## config.mk

```make
export PLATFORM = sky130hd
export DESIGN_NAME = packed_sample_unpacker_core
export DESIGN_NICKNAME = d
export VERILOG_FILES = /design/src/sv/psu_pkg.sv /design/src/sv/packed_sample_unpacker_core.sv /design/src/sv/psu_front.sv /design/src/sv/psu_queue.sv /design/src/sv/psu_back.sv
export VERILOG_INCLUDE_DIRS = /design/src /design/src/sv
export SDC_FILE = /design/constraint.sdc
export NUM_CORES = 1
export LEC_CHECK = 0
export BUFFER_PORTS_ARGS = -buffer_cell sky130_fd_sc_hd__buf_2
export CELL_PAD_IN_SITES_DETAIL_PLACEMENT = 0
export CELL_PAD_IN_SITES_GLOBAL_PLACEMENT = 1
export CORE_ASPECT_RATIO = 1.1
export CORE_UTILIZATION = 35
export CTS_CLUSTER_DIAMETER = 80
export DETAILED_ROUTE_END_ITERATION = 16
export PLACE_DENSITY = 0.7
export SKIP_CTS_REPAIR_TIMING = 1
export SYNTH_ARGS = -nofsm -noshare
export SYNTH_HDL_FRONTEND = slang
export SYNTH_SLANG_ARGS = --single-unit
```

## constraint.sdc

```tcl
create_clock -name i_clk -period 6 [get_ports i_clk]
set_clock_uncertainty 0.05 [all_clocks]
set_input_delay 1.2 -clock i_clk [delete_from_list [all_inputs] [get_ports i_clk]]
set_output_delay 1.2 -clock i_clk [all_outputs]
set_load 0.02 [all_outputs]
```

## src/sv/packed_sample_unpacker_core_defines.svh

```systemverilog
// ----------------------------------------------------------------------------
// Packed sample unpacker assertion macros
// Clocked property checks, compiled out when ASSERT_OFF is set.
// ----------------------------------------------------------------------------
`ifndef PACKED_SAMPLE_UNPACKER_CORE_DEFINES_SVH
`define PACKED_SAMPLE_UNPACKER_CORE_DEFINES_SVH

`ifndef ASSERT_OFF
// check while out of reset
`define PSU_ASSERT(lbl, clk, rst_n, prop) \
    lbl: assert property (@(posedge clk) disable iff (!rst_n) (prop)) \
        else $error("psu assertion failed");
// check at every edge, reset included
`define PSU_ASSERT_ALWAYS(lbl, clk, prop) \
    lbl: assert property (@(posedge clk) (prop)) \
        else $error("psu assertion failed");
`else
`define PSU_ASSERT(lbl, clk, rst_n, prop)
`define PSU_ASSERT_ALWAYS(lbl, clk, prop)
`endif

`endif

```

## src/sv/psu_pkg.sv

```systemverilog
// ----------------------------------------------------------------------------
// psu_pkg
// Shared types and constants of the packed sample unpacker.
// ----------------------------------------------------------------------------
`default_nettype none

package psu_pkg;

    localparam int MAX_ROW_SAMPLES_DEF = 32768;
    localparam int QUEUE_DEPTH         = 2;

    localparam int WORD_W     = 32;
    localparam int CODE_W     = 16;
    localparam int ROW_W      = 16;
    localparam int CFG_IDX_W  = 8;
    localparam int CFG_DATA_W = 16;

    // register indexes
    localparam logic [CFG_IDX_W-1:0] REG_SAMPLE_FORMAT = 8'd0;
    localparam logic [CFG_IDX_W-1:0] REG_PACKING_MODE  = 8'd1;
    localparam logic [CFG_IDX_W-1:0] REG_MSB_FIRST     = 8'd2;
    localparam logic [CFG_IDX_W-1:0] REG_ROW_SAMPLES   = 8'd3;

    // sample_format codes
    localparam logic [1:0] FMT_10 = 2'd0;
    localparam logic [1:0] FMT_12 = 2'd1;
    localparam logic [1:0] FMT_16 = 2'd2;

    // packing_mode codes
    localparam logic [1:0] PM_PACKED = 2'd0;
    localparam logic [1:0] PM_PAD_R  = 2'd1;
    localparam logic [1:0] PM_PAD_L  = 2'd2;

    // how the back end walks a word
    typedef enum logic [2:0] {
        K_NONE,
        K_PACK10,
        K_PACK12,
        K_FILL_R,
        K_FILL_L,
        K_HALVES
    } t_kind;

    // queued word: packed/filled words are in file bit order,
    // halves words already hold both finished codes {first, second}
    typedef struct packed {
        logic [WORD_W-1:0] data;
        t_kind             kind;
        logic              frame;
    } t_item;

    typedef struct packed {
        logic [ROW_W-1:0] row_len;
        logic             clear;
    } t_ctl;

endpackage

`default_nettype wire

```

## src/sv/packed_sample_unpacker_core.sv

```systemverilog
// A beat is registered in the queue, and its samples are registered in the output register.
// Throughput: one sample per cycle while the output is not stalled; a word
// yields 1 to 4 samples, or none if the settings select no samples.
// A two-entry queue lets the input take beats while the output is stalled.
// Reset (i_rst_n low, synchronous): registers to their defaults, carry and
// row position cleared, queue and output emptied.
// ----------------------------------------------------------------------------
// packed_sample_unpacker_core
// Unpacks 10/12/16-bit image samples from 32-bit file words.
// ----------------------------------------------------------------------------
`default_nettype none

module packed_sample_unpacker_core #(
    parameter int MAX_ROW_SAMPLES = psu_pkg::MAX_ROW_SAMPLES_DEF
) (
    input  wire logic                           i_clk,
    input  wire logic                           i_rst_n,
    // configuration write channel
    input  wire logic                           i_cfg_valid,
    output logic                                o_cfg_ready,
    input  wire logic [psu_pkg::CFG_IDX_W-1:0]  i_cfg_index,
    input  wire logic [psu_pkg::CFG_DATA_W-1:0] i_cfg_data,
    // word input
    input  wire logic                           s_axis_tvalid,
    output logic                                s_axis_tready,
    input  wire logic [31:0]                    s_axis_tdata,  // [31:0] data_word
    input  wire logic [0:0]                     s_axis_tuser,  // [0] frame_start
    // sample output
    output logic                                m_axis_tvalid,
    input  wire logic                           m_axis_tready,
    output logic [15:0]                         m_axis_tdata,  // [15:0] sample_code
    output logic [0:0]                          m_axis_tuser,  // [0] row_end
    output logic                                m_axis_tlast
);
    import psu_pkg::*;

    t_item q_in, q_out;
    t_ctl  ctl;
    logic  q_full, q_valid, q_pop;

    psu_front #(
        .MAX_ROW_SAMPLES (MAX_ROW_SAMPLES)
    ) u_front (
        .i_clk       (i_clk),
        .i_rst_n     (i_rst_n),
        .i_cfg_valid (i_cfg_valid),
        .o_cfg_ready (o_cfg_ready),
        .i_cfg_index (i_cfg_index),
        .i_cfg_data  (i_cfg_data),
        .i_word      (s_axis_tdata),
        .i_frame     (s_axis_tuser[0]),
        .o_item      (q_in),
        .o_ctl       (ctl)
    );

    assign s_axis_tready = !q_full;

    psu_queue u_queue (
        .i_clk   (i_clk),
        .i_rst_n (i_rst_n),
        .i_push  (s_axis_tvalid),
        .i_item  (q_in),
        .o_full  (q_full),
        .i_pop   (q_pop),
        .o_item  (q_out),
        .o_valid (q_valid)
    );

    psu_back u_back (
        .i_clk         (i_clk),
        .i_rst_n       (i_rst_n),
        .i_ctl         (ctl),
        .i_item        (q_out),
        .i_item_valid  (q_valid),
        .o_item_ready  (q_pop),
        .o_valid       (m_axis_tvalid),
        .i_ready       (m_axis_tready),
        .o_sample_code (m_axis_tdata),
        .o_row_end     (m_axis_tuser[0]),
        .o_last        (m_axis_tlast)
    );

endmodule

`default_nettype wire

```

## src/sv/psu_front.sv

```systemverilog
// ----------------------------------------------------------------------------
// psu_front
// Configuration registers and classification of incoming words.
// ----------------------------------------------------------------------------
`default_nettype none

module psu_front #(
    parameter int MAX_ROW_SAMPLES = psu_pkg::MAX_ROW_SAMPLES_DEF
) (
    input  wire logic                              i_clk,
    input  wire logic                              i_rst_n,
    input  wire logic                              i_cfg_valid,
    output logic                                   o_cfg_ready,
    input  wire logic [psu_pkg::CFG_IDX_W-1:0]     i_cfg_index,
    input  wire logic [psu_pkg::CFG_DATA_W-1:0]    i_cfg_data,
    input  wire logic [psu_pkg::WORD_W-1:0]        i_word,
    input  wire logic                              i_frame,
    output psu_pkg::t_item                         o_item,
    output psu_pkg::t_ctl                          o_ctl
);
    import psu_pkg::*;

    localparam int ROW_CAP = (1 << ROW_W) - 1;
    localparam logic [ROW_W-1:0] ROW_MAX =
        (MAX_ROW_SAMPLES > ROW_CAP) ? ROW_W'(ROW_CAP) : ROW_W'(MAX_ROW_SAMPLES);

    logic [1:0]       r_fmt, n_fmt;
    logic [1:0]       r_pm, n_pm;
    logic             r_msb, n_msb;
    logic [ROW_W-1:0] r_row_samples, n_row_samples;
    logic             cfg_hit;

    t_kind             kind;
    logic [WORD_W-1:0] v;
    logic [15:0]       h0, h1;

    function automatic logic [15:0] half_code(input logic [15:0] h,
                                              input logic [1:0]  fmt,
                                              input logic [1:0]  pm);
        logic [15:0] c;
        if (fmt == FMT_16) begin
            c = h;
        end else if (pm == PM_PAD_R) begin
            c = {4'd0, h[15:4]};
        end else begin
            c = {4'd0, h[11:0]};
        end
        return c;
    endfunction

    assign o_cfg_ready = 1'b1;

    always_comb begin
        n_fmt         = r_fmt;
        n_pm          = r_pm;
        n_msb         = r_msb;
        n_row_samples = r_row_samples;
        cfg_hit       = 1'b0;
        if (i_cfg_valid) begin
            case (i_cfg_index)
                REG_SAMPLE_FORMAT: begin
                    n_fmt   = i_cfg_data[1:0];
                    cfg_hit = 1'b1;
                end
                REG_PACKING_MODE: begin
                    n_pm    = i_cfg_data[1:0];
                    cfg_hit = 1'b1;
                end
                REG_MSB_FIRST: begin
                    n_msb   = i_cfg_data[0];
                    cfg_hit = 1'b1;
                end
                REG_ROW_SAMPLES: begin
                    n_row_samples = i_cfg_data[ROW_W-1:0];
                    cfg_hit       = 1'b1;
                end
                default: begin
                    cfg_hit = 1'b0;
                end
            endcase
        end
    end

    always_ff @(posedge i_clk) begin
        if (!i_rst_n) begin
            r_fmt         <= FMT_10;
            r_pm          <= PM_PAD_R;
            r_msb         <= 1'b1;
            r_row_samples <= ROW_W'(1);
        end else begin
            r_fmt         <= n_fmt;
            r_pm          <= n_pm;
            r_msb         <= n_msb;
            r_row_samples <= n_row_samples;
        end
    end

    // stream state restarts on every listed register write
    always_comb begin
        o_ctl.clear = cfg_hit;
        if (r_row_samples == '0) begin
            o_ctl.row_len = ROW_W'(1);
        end else if (r_row_samples > ROW_MAX) begin
            o_ctl.row_len = ROW_MAX;
        end else begin
            o_ctl.row_len = r_row_samples;
        end
    end

    always_comb begin
        case (r_fmt)
            FMT_10: begin
                case (r_pm)
                    PM_PACKED: kind = K_PACK10;
                    PM_PAD_R:  kind = K_FILL_R;
                    PM_PAD_L:  kind = K_FILL_L;
                    default:   kind = K_NONE;
                endcase
            end
            FMT_12: begin
                case (r_pm)
                    PM_PACKED: kind = K_PACK12;
                    PM_PAD_R:  kind = K_HALVES;
                    PM_PAD_L:  kind = K_HALVES;
                    default:   kind = K_NONE;
                endcase
            end
            FMT_16:  kind = K_HALVES;
            default: kind = K_NONE;
        endcase
    end

    always_comb begin
        if (r_msb) begin
            v  = i_word;
            h0 = i_word[31:16];
            h1 = i_word[15:0];
        end else begin
            v  = {i_word[7:0], i_word[15:8], i_word[23:16], i_word[31:24]};
            h0 = {i_word[23:16], i_word[31:24]};
            h1 = {i_word[7:0], i_word[15:8]};
        end
    end

    always_comb begin
        o_item.kind  = kind;
        o_item.frame = i_frame;
        if (kind == K_HALVES) begin
            o_item.data = {half_code(h0, r_fmt, r_pm), half_code(h1, r_fmt, r_pm)};
        end else begin
            o_item.data = v;
        end
    end

endmodule

`default_nettype wire

```

## src/sv/psu_queue.sv

```systemverilog
// ----------------------------------------------------------------------------
// psu_queue
// Small flop FIFO between the classifying front and the sample back end.
// ----------------------------------------------------------------------------
`default_nettype none

module psu_queue (
    input  wire logic           i_clk,
    input  wire logic           i_rst_n,
    input  wire logic           i_push,
    input  wire psu_pkg::t_item i_item,
    output logic                o_full,
    input  wire logic           i_pop,
    output psu_pkg::t_item      o_item,
    output logic                o_valid
);
    import psu_pkg::*;

    localparam int AW = (QUEUE_DEPTH > 1) ? $clog2(QUEUE_DEPTH) : 1;

    t_item         r_mem [QUEUE_DEPTH];
    logic [AW-1:0] r_wr_ptr, n_wr_ptr;
    logic [AW-1:0] r_rd_ptr, n_rd_ptr;
    logic [AW:0]   r_count, n_count;
    logic          do_push, do_pop;

    assign o_full  = (r_count == (AW+1)'(QUEUE_DEPTH));
    assign o_valid = (r_count != '0);
    assign o_item  = r_mem[r_rd_ptr];

    assign do_push = i_push && !o_full;
    assign do_pop  = i_pop && o_valid;

    always_comb begin
        n_wr_ptr = r_wr_ptr;
        n_rd_ptr = r_rd_ptr;
        n_count  = r_count;
        if (do_push) begin
            n_wr_ptr = (r_wr_ptr == AW'(QUEUE_DEPTH - 1)) ? '0 : r_wr_ptr + AW'(1);
        end
        if (do_pop) begin
            n_rd_ptr = (r_rd_ptr == AW'(QUEUE_DEPTH - 1)) ? '0 : r_rd_ptr + AW'(1);
        end
        if (do_push && !do_pop) begin
            n_count = r_count + (AW+1)'(1);
        end else if (do_pop && !do_push) begin
            n_count = r_count - (AW+1)'(1);
        end
    end

    always_ff @(posedge i_clk) begin
        if (!i_rst_n) begin
            r_wr_ptr <= '0;
            r_rd_ptr <= '0;
            r_count  <= '0;
        end else begin
            r_wr_ptr <= n_wr_ptr;
            r_rd_ptr <= n_rd_ptr;
            r_count  <= n_count;
        end
    end

    always_ff @(posedge i_clk) begin
        if (do_push) begin
            r_mem[r_wr_ptr] <= i_item;
        end
    end

endmodule

`default_nettype wire

```

## src/sv/psu_back.sv

```systemverilog
// ----------------------------------------------------------------------------
// psu_back
// Walks one queued word, one sample per cycle while the output is not stalled, keeping carry and row state.
// ----------------------------------------------------------------------------
`default_nettype none
`include "packed_sample_unpacker_core_defines.svh"

module psu_back (
    input  wire logic                       i_clk,
    input  wire logic                       i_rst_n,
    input  wire psu_pkg::t_ctl              i_ctl,
    input  wire psu_pkg::t_item             i_item,
    input  wire logic                       i_item_valid,
    output logic                            o_item_ready,
    output logic                            o_valid,
    input  wire logic                       i_ready,
    output logic [psu_pkg::CODE_W-1:0]      o_sample_code,
    output logic                            o_row_end,
    output logic                            o_last
);
    import psu_pkg::*;

    // word walk state
    logic              r_busy, n_busy;
    t_kind             r_kind, n_kind;
    logic [WORD_W-1:0] r_data, n_data;
    logic [5:0]        r_bitpos, n_bitpos;
    logic [1:0]        r_k, n_k;
    // stream state
    logic [11:0]       r_carry, n_carry;
    logic [3:0]        r_clen, n_clen;
    logic [ROW_W-1:0]  r_row_pos, n_row_pos;
    // output register
    logic              r_ov, n_ov;
    logic [CODE_W-1:0] r_code, n_code;
    logic              r_row_end, n_row_end;
    logic              r_last, n_last;

    logic              fresh, frame, have, out_free, emit, pop, is_packed, drop;
    t_kind             kind_e;
    logic [WORD_W-1:0] data_e;
    logic [ROW_W-1:0]  rowpos_e;
    logic [11:0]       carry_e;
    logic [3:0]        clen_e;
    logic [5:0]        bitpos_e;
    logic [1:0]        k_e;
    logic [3:0]        d;
    logic [11:0]       mask;
    logic              ended;
    logic [3:0]        need;
    logic [11:0]       lowmask, shifted, code_carry, code_seq, code_pk;
    logic [5:0]        nbit;
    logic              last_pk, keep_carry;
    logic [4:0]        fill_shift;
    logic [9:0]        code_fill;
    logic [CODE_W-1:0] code;
    logic              last;
    logic              busy_halves, busy_fill, stream_idle;

    assign fresh    = !r_busy;
    assign kind_e   = fresh ? i_item.kind : r_kind;
    assign data_e   = fresh ? i_item.data : r_data;
    assign frame    = fresh && i_item.frame;
    assign have     = fresh ? i_item_valid : 1'b1;
    assign out_free = !r_ov || i_ready;

    assign is_packed = kind_e inside {K_PACK10, K_PACK12};
    assign d         = (kind_e == K_PACK12) ? 4'd12 : 4'd10;
    assign mask      = (kind_e == K_PACK12) ? 12'hfff : 12'h3ff;

    // a carry at least a sample long is stale and dropped
    assign drop     = frame || (fresh && is_packed && (r_clen >= d));
    assign rowpos_e = frame ? '0 : r_row_pos;
    assign carry_e  = drop ? '0 : r_carry;
    assign clen_e   = drop ? '0 : r_clen;
    assign bitpos_e = fresh ? '0 : r_bitpos;
    assign k_e      = fresh ? '0 : r_k;

    assign ended = ({1'b0, rowpos_e} + (ROW_W+1)'(1)) >= {1'b0, i_ctl.row_len};

    // packed: finish a split sample first, then step through the word
    assign need       = d - clen_e;
    assign lowmask    = 12'((13'd1 << need) - 13'd1);
    assign shifted    = (data_e[11:0] & lowmask) << clen_e;
    assign code_carry = (carry_e | shifted) & mask;
    assign code_seq   = 12'(data_e >> bitpos_e) & mask;

    always_comb begin
        if (clen_e != '0) begin
            code_pk = code_carry;
            nbit    = {2'b00, need};
        end else begin
            code_pk = code_seq;
            nbit    = bitpos_e + {2'b00, d};
        end
    end

    assign last_pk    = ended || (({1'b0, nbit} + {3'b000, d}) > 7'd32);
    assign keep_carry = !ended && (nbit < 6'd32);

    // filled: first sample sits highest
    always_comb begin
        case (k_e)
            2'd0:    fill_shift = (kind_e == K_FILL_R) ? 5'd22 : 5'd20;
            2'd1:    fill_shift = (kind_e == K_FILL_R) ? 5'd12 : 5'd10;
            default: fill_shift = (kind_e == K_FILL_R) ? 5'd2  : 5'd0;
        endcase
    end
    assign code_fill = 10'(data_e >> fill_shift);

    always_comb begin
        case (kind_e)
            K_PACK10, K_PACK12: begin
                code = {4'd0, code_pk};
                last = last_pk;
            end
            K_FILL_R, K_FILL_L: begin
                code = {6'd0, code_fill};
                last = ended || (k_e == 2'd2);
            end
            K_HALVES: begin
                code = (k_e == 2'd0) ? data_e[31:16] : data_e[15:0];
                last = (k_e != 2'd0);
            end
            default: begin
                code = '0;
                last = 1'b1;
            end
        endcase
    end

    assign emit         = have && (kind_e != K_NONE) && out_free;
    assign o_item_ready = fresh && ((i_item.kind == K_NONE) || out_free);
    assign pop          = o_item_ready && i_item_valid;

    always_comb begin
        n_busy    = r_busy;
        n_kind    = r_kind;
        n_data    = r_data;
        n_bitpos  = r_bitpos;
        n_k       = r_k;
        n_carry   = r_carry;
        n_clen    = r_clen;
        n_row_pos = r_row_pos;
        n_ov      = r_ov && !i_ready;
        n_code    = r_code;
        n_row_end = r_row_end;
        n_last    = r_last;

        if (i_ctl.clear) begin
            n_busy    = 1'b0;
            n_carry   = '0;
            n_clen    = '0;
            n_row_pos = '0;
        end else if (emit) begin
            n_ov      = 1'b1;
            n_code    = code;
            n_row_end = ended;
            n_last    = last;
            n_row_pos = ended ? '0 : rowpos_e + ROW_W'(1);
            n_busy    = !last;
            n_kind    = kind_e;
            n_data    = data_e;
            n_k       = k_e + 2'd1;
            n_bitpos  = nbit;
            if (is_packed) begin
                n_carry = (last && keep_carry) ? 12'(data_e >> nbit) : '0;
                n_clen  = (last && keep_carry) ? 4'(6'd32 - nbit) : '0;
            end else begin
                n_carry = carry_e;
                n_clen  = clen_e;
            end
        end else if (pop) begin
            // word with no samples: only the frame clear applies
            n_row_pos = rowpos_e;
            n_carry   = carry_e;
            n_clen    = clen_e;
        end
    end

    always_ff @(posedge i_clk) begin
        if (!i_rst_n) begin
            r_busy    <= 1'b0;
            r_kind    <= K_NONE;
            r_bitpos  <= '0;
            r_k       <= '0;
            r_carry   <= '0;
            r_clen    <= '0;
            r_row_pos <= '0;
            r_ov      <= 1'b0;
        end else begin
            r_busy    <= n_busy;
            r_kind    <= n_kind;
            r_bitpos  <= n_bitpos;
            r_k       <= n_k;
            r_carry   <= n_carry;
            r_clen    <= n_clen;
            r_row_pos <= n_row_pos;
            r_ov      <= n_ov;
        end
    end

    always_ff @(posedge i_clk) begin
        r_data    <= n_data;
        r_code    <= n_code;
        r_row_end <= n_row_end;
        r_last    <= n_last;
    end

    assign o_valid       = r_ov;
    assign o_sample_code = r_code;
    assign o_row_end     = r_row_end;
    assign o_last        = r_last;

    assign busy_halves = r_busy && (r_kind == K_HALVES);
    assign busy_fill   = r_busy && (r_kind inside {K_FILL_R, K_FILL_L});
    assign stream_idle = (r_row_pos == '0) && (r_clen == '0) && !r_busy;

    `PSU_ASSERT(a_clen_short, i_clk, i_rst_n, r_clen < 4'd12)
    `PSU_ASSERT(a_busy_kind, i_clk, i_rst_n, r_busy |-> (r_kind != K_NONE))
    `PSU_ASSERT(a_halves_second, i_clk, i_rst_n, busy_halves |-> (r_k == 2'd1))
    `PSU_ASSERT(a_fill_slot, i_clk, i_rst_n, busy_fill |-> (r_k == 2'd1 || r_k == 2'd2))
    `PSU_ASSERT(a_clear_stream, i_clk, i_rst_n, i_ctl.clear |=> stream_idle)

endmodule

`default_nettype wire

```

==> key figures <==
Status
  – Run status: complete, no violations

Clock network
  – Maximum root-to-sink buffer count: 2
  – CTS buffer count: 17
  – Reg clk slew, reported paths: ~80 ps
  – CTS tree: built
  – Worst skew pair latency: approximately 470 ps
  – Root Buffer: clkbuf_16
  – CTS sink cnt: around 190
  – H-tree Lvls: 4

Detailed routing
  – Routed len/inst: 21.8 um
  – Vias/cell: ~5.8
  – DRT Pass-1 Iters: 5
  – Post-route ant nets: 0
  – Via count: 13.8k
  – Total wire length: ~52000 um
  – Detailed router's first-iteration violation count: between 1k and 1.5k
  – DRC Markers: 0

GRT
  – Grt ovf: 0
  – Met2 Use GR: 0.362
  – Vias in the first global route: around 13k
  – Largest net degree at the start of global routing: between 60 and 70
  – First-pass GRT wire length: between 70000 and 80000 um
  – Met1 usage: 0.319
  – Tot GR Track Use: 0.230
  – Global route hottest layer: met2
  – Initial antenna violation count: 0
  – Met3 usage: 0.0373

Placement
  – Gpl congestion: a little over 0.9
  – Post-Place Setup Slack: a little under 300 ps
  – Port Buf Inserts: 81
  – Placed cell count: between 2k and 2.5k
  – Hpwl dp: 38400 um

STA
  – Setup-failing EPs final: 0
  – Crit share post-route: 0.941
  – Final min period: ~5600 ps
  – RSZ-0062 raised after global routing: false
  – Tightest Pin Transition: between 1000 and 1500 ps
  – Headroom to the max-slew limit: 0.206
  – Fin. max-slew vios: 0
  – Hold Vio Cnt, Final: 0
  – Fin Setup TNS: 0 ps
  – FMAX: between 150 and 200 MHz
  – Setup WS post-layout: 352 ps

Min path
  – Hold-critical path endpoint: u_back.r_k[1]
  – Hold Path Class: flop to flop
  – Worst Hold Path Cells: 2
  – HP Start: u_back.r_k[1]

Logic synthesis
  – Syn avg cell area: between 8 and 9 sq um
  – Mapped Cells: 1748
  – Syn_nets: roughly 1.9k
  – Synth cell types: around 100
  – Ys flop type: edfxtp_1
  – Mapped Area: about 0.015 sq mm
  – Ys async rst share: 0
  – Seq/Total Area, Yosys: 0.332
  – EDFF count, synth: ~120
  – Yosys warning count: 0
  – Yosys reg bits: 193

Floorplan
  – Starting Density: 0.358
  – Die area: 0.0445 sq mm
  – Ports: 83
  – Core Area: about 0.043 sq mm
  – Die X-Extent: around 200 um
  – Core Rows: 79
  – Die height: ~220 um

Job
  – Max capacitance violation total: 0

Finish
  – FILL cells: between 4k and 5k
  – Layout cell share with drive strength beyond 1: 0.149
  – Final Non-Filler Cells: about 2.4k
  – Total inserted antenna cells: 0
  – Syn-to-layout area delta: 10.6%
  – Layout Nets: ~1.9k

Critical path
  – Crit end category: flop
  – CP Launch Type: flop
  – R2R setup slack: 350 ps
  – Worst EP required: about 6000 ps
  – Reg2Reg Depth: 23
  – Crit-path max FO: 10
  – Crit-path leading delay family: compound AO/OA/AOI/OAI gates
  – Cell mode on critical path: ha_1
  – Reg2reg end: u_back.o_sample_code[6]
  – Slowest stage delay, CP: 440 ps
  – Critical path depth: 23
  – Critical path, cell by cell: mux2_4 > mux2i_4 > nand3_4 > ha_1 > nor2b_1 > o221ai_1 > nand2b_2 > o21ai_4 > nor2_8 > inv_8 > ha_1 > a21o_1 > or3_4 > a22o_1 > nand3_1 > ha_1 > buf_4 > nor2_1 > and4_1 > a211oi_2 > a22oi_1 > a2111oi_2 > o21ai_1
  – WP buf/inv: 2
  – Critical path arrival: between 5000 and 6000 ps
  – Crit-path slowest cell: or3_4
  – Critical path class: flop to flop

Pwr
  – Lkg Pwr: ~6.5 nW
  – Final Power: roughly 8.0 mW
  – Peak VDD IR: between 0.2 and 0.25 mV
  – Power Density: 475 mW/mm^2
## worst max path at each step
stage               from                        to
CTS                 flop  u_back.o_sample_code[10]
global placement    flop  u_back.o_sample_code[10]
floorplan           flop  u_back.o_sample_code[11]
detailed placement  flop  u_back.o_sample_code[10]
finish              flop   u_back.o_sample_code[6]
global route        flop  u_back.o_sample_code[10]
## synthesized netlist by cell type, types with 12 or more instances
cell type  number  area (sq um)
ha_1           41           513
and3_1         12          75.1
nor2b_1        13          81.3
mux4_2         20           450
nand4_1        17           106
o21a_1         17           128
clkbuf_1       78           293
nor3_1         27           135
dfxtp_1        71          1420
o211ai_1       37           278
a21boi_0       22           165
nand2b_1       16           100
buf_1          19          71.3
and2_1         23           144
mux2_2         22           248
a21oi_1        95           475
buf_2          19          95.1
inv_1          32           120
edfxtp_1      122          3660
o21ai_1        26           130
nand2_1       274          1030
o21ai_0        84           420
nor2_1        152           571
a22oi_1        28           210
a31oi_1        15          93.8
mux2i_1       183          1830
a211oi_1       26           195
nand3_1        35           175
## placed cells by master, fill, tap and decap left out, types with 28 or more instances in the layout
| cell | n |
|---|---|
| a21oi_1 | 94 |
| buf_2 | 81 |
| edfxtp_1 | 122 |
| nand3_1 | 35 |
| a22oi_1 | 28 |
| buf_4 | 58 |
| mux2i_1 | 183 |
| inv_1 | 31 |
| o211ai_1 | 37 |
| o21ai_0 | 84 |
| dfxtp_1 | 68 |
| ha_1 | 41 |
| nor2_1 | 149 |
| nand2_1 | 274 |
## layer usage
metal | routed length [um] | vias to the layer above | share of wire
met4 | 1300 | 0 | 0.025
met2 | 23500 | 559 | 0.46
li1 | - | 6546 | -
met1 | 23300 | 6585 | 0.45
met3 | 3380 | 76 | 0.066
met5 | 0 | - | 0
## worst reg2reg max path, cell delays in order (launching register included)
cell and delay [ps]:
dfxtp_2 430, mux2_4 350, mux2i_4 190, nand3_4 130, ha_1 300, nor2b_1 120, o221ai_1 130, nand2b_2 250
o21ai_4 260, nor2_8 90, inv_8 140, ha_1 270, a21o_1 250, or3_4 440, a22o_1 260, nand3_1 100
ha_1 210, buf_4 180, nor2_1 50, and4_1 220, a211oi_2 340, a22oi_1 200, a2111oi_2 340, o21ai_1 100
## logic make-up after synthesis
family,after synthesis,share of synthesized area
simple gates,617,0.183
fa+ha+maj,44,0.0375
mux,230,0.170
other cells,1,0.000245
compound gates,470,0.209
flops,193,0.332
buf+inv,166,0.0466
xor+xnor,27,0.0213
## area by class of cell
type / instances / area (sq um) / share of cell area
Clock buffer: 17 / 425 / 0.0251
Clock inverter: 15 / 161 / 0.00954
Inverter: 41 / 166 / 0.00984
Multi-Input combinational cell: 1389 / 9520 / 0.563
Sequential cell: 193 / 5090 / 0.301
Tap cell: 567 / 709 / 0.0419
Timing Repair Buffer: 139 / 841 / 0.0497
## flip-flops by register name, summed over array words and instances, names as in the netlist, 2 cells and up, named ones only
register and flops:
u_queue.r_mem 72, u_back.r_data 32, u_back.o_sample_code 16, u_back.r_row_pos 16, u_front.r_row_samples 16, u_back.r_carry 12
u_back.r_bitpos 6, u_back.r_clen 4, u_back.r_kind 3, u_back.r_k 2, u_front.r_fmt 2, u_front.r_pm 2
u_queue.r_count 2
## through the flow
| stage | instance area (sq um) | utilization | hold slack (ps) |
|---|---|---|---|
| 4_1_cts | 16900 | 0.396 | 429 |
| 3_5_place_dp | 16300 | 0.382 | 414 |
| 3_3_place_gp | 16300 | 0.382 | 395 |
| 6_report | 16900 | 0.396 | 424 |
| 2_1_floorplan | 15300 | - | 375 |
| 5_1_grt | 16900 | 0.396 | 450 |
## report_power, final
| group | leakage, nW | switching (mW) | total [mW] | internal, mW |
|---|---|---|---|---|
| sequential | 1.72 | 0.165 | 1.99 | 1.82 |
| combinational | 4.54 | 3.23 | 4.90 | 1.66 |
| clock | 0.272 | 0.598 | 1.16 | 0.557 |
Power figures use the tool's default switching activity.
